===== config.mk =====
export PLATFORM = sky130hd
export DESIGN_NAME = gsm_ram
export DESIGN_NICKNAME = d
export VERILOG_FILES = /design/src/design/gsm_ram.sv
export SDC_FILE = /design/constraint.sdc
export NUM_CORES = 2
export LEC_CHECK = 0
export BUFFER_PORTS_ARGS = -buffer_cell sky130_fd_sc_hd__buf_2
export CAP_MARGIN = 10
export CORE_MARGIN = 4
export CORE_UTILIZATION = 60
export DETAILED_ROUTE_END_ITERATION = 10
export PLACE_DENSITY = 0.79
export SYNTH_ARGS = -nofsm -noshare
export SYNTH_HDL_FRONTEND = slang
export SYNTH_SLANG_ARGS = --single-unit
export TNS_END_PERCENT = 10

===== constraint.sdc =====
create_clock -name clk -period 2.75 [get_ports clk]
set_clock_uncertainty 0.15 [all_clocks]
set_input_delay 0 -clock clk [delete_from_list [all_inputs] [get_ports clk]]
set_output_delay 0 -clock clk [all_outputs]
set_load 0.005 [all_outputs]

===== src/design/gsm_ram.sv =====
// gsm_ram: generic single-port synchronous ram with a registered read
// no dependencies
module gsm_ram #(
    parameter int WIDTH = 8,
    parameter int DEPTH = 256
) (
    input  logic                     clk,
    input  logic                     we,
    input  logic [$clog2(DEPTH)-1:0] addr,
    input  logic [WIDTH-1:0]         wdata,
    output logic [WIDTH-1:0]         rdata
);
    logic [WIDTH-1:0] mem [DEPTH];

    always_ff @(posedge clk)
    begin
        if (we)
        begin
            mem[addr] <= wdata;
        end
        rdata <= mem[addr];
    end
endmodule


After elaboration in Yosys (flattened, before gate mapping)
Memories as Yosys holds them, arrays and structs flattened. A register that Yosys moved wholly into a read port is not among the register bits.
Cells that the tools add are included.
- register bits after elaboration: 0
- input port bits: 18
- output and inout port bits: 8
- logic and storage cells: 3
- memories kept: 1
- memory bits (writable): 2048
- memories (name ; words ; bits a word ; read ports ; clocked after Yosys merged registers in ; wr ports ; RTL line ; text):
    mem ; 256 ; 8 ; 1 ; 1 ; 1 ; 13 ; logic [WIDTH-1:0] mem [DEPTH];
- mux-type cells: 2
- operators with widths (operator ; number):
    1-bit 2-to-1 mux ; 2

Logic depth before layout (Yosys ltp)
- depth after elaboration: 2
- depth in mapped cells: 10

Worst setup path before layout
Ideal clock, no wire load.
- path type: in2reg
- from: input addr[1]
- to: memory mem[111][0], enable pin
- setup time: 370 ps
- setup slack: 381 ps
- data arrival time: 1849 ps
- cell stages on the path: 9
- path buffers: 5
- cells stage by stage: buf_2 -> clkbuf_1 -> clkbuf_1 -> nand2_1 -> buf_2 -> nor2_1 -> nand2_1 -> clkbuf_1 -> nor2_1
- RTL lines (what ; RTL line ; text):
    start, declared ; 9 ; input logic [$clog2(DEPTH)-1:0] addr,
    end, declared ; 13 ;
Straight into the memory's write port.

==> Flow_metrics.wiki <==
{| class="wikitable"
! Metric !! Value
|-
| Number of buffers inserted during clock tree synthesis || 193
|-
| TritonCTS clock tree || done
|-
| Share of final-layout standard cells stronger than drive strength 1 || 31.4%
|-
| Most area-consuming cells after synthesis || edfxtp_1 78%, mux4_2 15%, a22oi_1 2.4%
|-
| Antenna Violating Nets Remaining || 0
|-
| Layout fillers || between 7000 and 8000
|-
| Core area || approximately 130000 um^2
|-
| Via count of the first global-routing pass || between 40000 and 50000
|-
| Pin count of the biggest net entering global routing || roughly 130
|-
| Worst Path Max Fanout || 1
|-
| Element type at the critical path end || flop
|-
| Global-route wire length before repair || roughly 290000 um
|-
| Area growth from synthesis to layout || 15.5%
|-
| VDD IR max || 0.666 mV
|-
| XOR/XNOR Fraction of Synth Area || 0%
|-
| Most frequent cell after synthesis || edfxtp_1
|-
| Leading area contributor after synthesis || edfxtp_1
|-
| Gate Count Post-Synth || about 3500
|-
| CTS Buffer Depth || 3
|-
| Wirelength per Cell || about 33 um
|-
| Result of the run || completed
|-
| Data arrival, critical path || roughly 3.2 ns
|-
| Total routing usage reported by global routing || approximately 30%
|-
| Critical Path Sink || rdata[7]$_DFF_P_
|-
| Simple-gate share of the synthesized area || around 1.7%
|-
| Largest family of logic cells by synthesized area || multiplexers
|-
| Count of final setup violators || 0
|-
| Critical path's slowest cell || o41ai_1
|-
| Total nets after synthesis || approximately 3600
|-
| Final min period || between 2 and 3 ns
|-
| Starting density of the core || 60.5%
|-
| Clock insertion delay at the later pin of the skew report || about 0.82 ns
|-
| Max-slew violation count || 0
|-
| Residual overflow from global routing || 0
|-
| Design area || 90600 um^2
|-
| Count of buffers added by post-CTS timing repair for setup || 0
|-
| Post-DP HPWL || about 120000 um
|-
| Flop and latch count out of synthesis || slightly above 2000
|-
| Path type of the worst setup path || flop to flop
|-
| Synthesized-area fraction occupied by adder cells || 0%
|-
| Compound-Gate Fraction of Synth Area || roughly 3.6%
|-
| Utilization after layout || 69.9%
|-
| Total detailed-routing wirelength || between 150000 and 200000 um
|-
| Most frequent cells after synthesis || 2048 x edfxtp_1, 512 x mux4_2, 256 x a22oi_1, 232 x nor2_1, 145 x clkbuf_1
|-
| Multiplexer fraction of the synthesized cell area || around 15%
|-
| Cell total after placement || between 5000 and 6000
|-
| Worst flop-to-flop path endpoint || rdata[7]$_DFF_P_
|-
| Hold WS || ~0.11 ns
|-
| Initial antenna violation count || 9
|-
| Peak clock frequency supported by timing || roughly 0.37 GHz
|-
| Most frequently used flop master after synthesis || edfxtp_1
|-
| CTS clock-pin slew for the worst setup and hold paths || roughly 0.06 ns
|-
| Type of origin of the critical path || flop
|-
| Count of maximum capacitance violations || 0
|-
| FFs w/ async S/R, synth || 0%
|-
| Reg-to-Reg Start || mem[185][7]$_DFFE_PP_
|-
| Port Buf Inserts || 25
|-
| Die Outline Area || 137000 um^2
|-
| CP Data Required Time || ~3.3 ns
|-
| Portion of the post-synthesis area used by sequential elements || around 79%
|-
| First element of the critical path || mem[185][7]$_DFFE_PP_
|-
| Total placed instance area || between 80000 and 90000 um^2
|-
| Post-synthesis instance area || 78500 um^2
|-
| Hold violation total from the final report || 0
|-
| Die extent in y || about 370 um
|-
| Routed vias || about 40000
|-
| Actual slew at the worst max-slew pin || ~1.1 ns
|-
| Worst min path class || input port to flop
|-
| Number of enable-type register cells in the synthesized netlist || approximately 2000
|-
| Register-to-Register Setup Slack || around 0.058 ns
|-
| Cell at the root of the clock tree || clkbuf_16
|-
| Num ports || 26
|-
| Avg Cell Area, Syn || ~22 um^2
|-
| Fin crit share || between 90% and 100%
|-
| Number of cells on the worst reg-to-reg path || 6
|-
| Largest incremental delay on the critical path || ~0.76 ns
|-
| Share of Yosys cell area claimed by the top area cell type || 78.3%
|-
| Count of TritonRoute iterations in the first routing pass || 8
|-
| Number of cell rows || around 130
|-
| RSZ-0062 raised after global routing || no
|-
| H-tree level count || 4
|-
| Width of the die || roughly 370 um
|-
| Leakage || ~29 nW
|-
| Areal power density over the cells || between 600 and 700 nW/um^2
|-
| Count of warnings emitted by yosys || 0
|-
| Rel. slew slack || between 20% and 30%
|-
| Number of unique standard cell types used by synthesis || 22
|-
| Drt initial violations || approximately 6700
|-
| Post-detailed-route DRC marker count || 0
|-
| TritonCTS sink count || approximately 2000
|-
| Routability congestion estimate from global placement || around 0.86
|-
| Number of vias per cell after detailed routing || 6.82
|-
| Nets || 4099
|-
| Count of non-filler cells in the finished layout || around 6000
|-
| Critical Path, Cell by Cell || mux4_2 > a22oi_1 > a21oi_1 > o41ai_1 > buf_4 > nand4_1
|}
[critical path, delay by kind of cell (launching register included)]
kind | cells | cell delay, ns
buffers and inverters | 1 | 0.25
AO/OA/AOI/OAI | 3 | 1.19
flip-flops | 1 | 0.38
multiplexers | 1 | 0.47
AND/OR/NAND/NOR | 1 | 0.08
[metal layers]
layer | part of all wire (%) | wire length (um) | vias up | track usage (%)
met5 | 0.017 | 34 | - | 0
met4 | 4.7 | 9260 | 4 | 12.5
met3 | 12 | 23600 | 528 | 7.23
met2 | 49 | 95100 | 2994 | 45.9
met1 | 34 | 67000 | 21175 | 40.1
li1 | - | - | 16122 | -
[worst min path at each step]
stage	end	depth (start not counted)	slack [ns]	from
floorplan	mem[0][0]$_DFFE_PP_	0	-0.05	wdata[0]
global placement	rdata[2]	1	0.34	rdata[2]$_DFF_P_
detailed placement	rdata[6]	1	0.34	rdata[6]$_DFF_P_
CTS	rdata[3]$_DFF_P_	7	0.06	addr[1]
global route	rdata[3]$_DFF_P_	7	0.12	addr[1]
finish	rdata[3]$_DFF_P_	7	0.11	addr[1]
[report_power, final]
| part | leakage, nW | switching, mW | internal, mW |
|---|---|---|---|
| logic | 7.39 | 1.94 | 1.22 |
| registers | 18.5 | 0.0567 | 34.5 |
| clock network | 2.84 | 11.2 | 13.6 |
| total | 28.7 | 13.2 | 49.4 |
[cells by family after synthesis]
group,count (synthesis)
flip-flops,2056
multiplexers,512
AO/OA/AOI/OAI,416
AND/OR/NAND/NOR,330
buffers and inverters,233
[stage by stage]
step | total power [mW] | setup WS, ns | setup TNS [ns]
floorplan | 36.8 | 0.381 | 0
global placement | 38.2 | -0.546 | -2.75
detailed placement | 38.3 | -0.511 | -2.85
CTS | 62.8 | 0.0177 | 0
global route | 64.4 | 0.00774 | 0
finish | 62.6 | 0.0579 | 0
[placed cells by master, fill, tap and decap left out, types with 2 or more instances in the layout]
master	count
clkbuf_16	197
and2_1	2
dlygate4sd3_1	18
nand3_1	13
nor2b_4	2
nand4_1	8
nand2_1	27
clkinvlp_4	2
clkinv_2	33
diode_2	5
nand2b_2	2
o41ai_1	26
buf_8	2
mux4_2	512
edfxtp_1	2048
clkinv_8	4
or2_2	2
a22oi_1	256
clkinv_4	2
o41ai_2	5
buf_12	64
nor2b_1	5
clkbuf_8	8
a21oi_1	128
nor3_1	30
clkinv_1	42
inv_6	7
buf_2	15
clkbuf_1	57
nand2b_1	4
bufinv_16	5
nor2_1	231
dfxtp_1	8
buf_4	464
[flip-flops by register name, indices dropped and copies added (netlist names)]
name and cells:
mem 2048, rdata 8
[layout make-up]
| type | instances | area, um^2 | share of cell area [%] |
|---|---|---|---|
| Sequential cell | 2056 | 61700 | 68.0 |
| Multi-Input combinational cell | 1258 | 15800 | 17.5 |
| Timing Repair Buffer | 571 | 5160 | 5.69 |
| Clock buffer | 254 | 5140 | 5.68 |
| Tap cell | 1742 | 2180 | 2.40 |
| Clock inverter | 96 | 652 | 0.719 |
| Antenna cell | 5 | 12.5 | 0.0138 |
| Inverter | 1 | 3.75 | 0.00414 |
[repair_timing]
action	CTS	global route
hold buffers	18	0
setup endpoints to repair	3	3
resized for setup	4	3
hold endpoints to repair	1691	0
(Power assumes the default switching activity.)
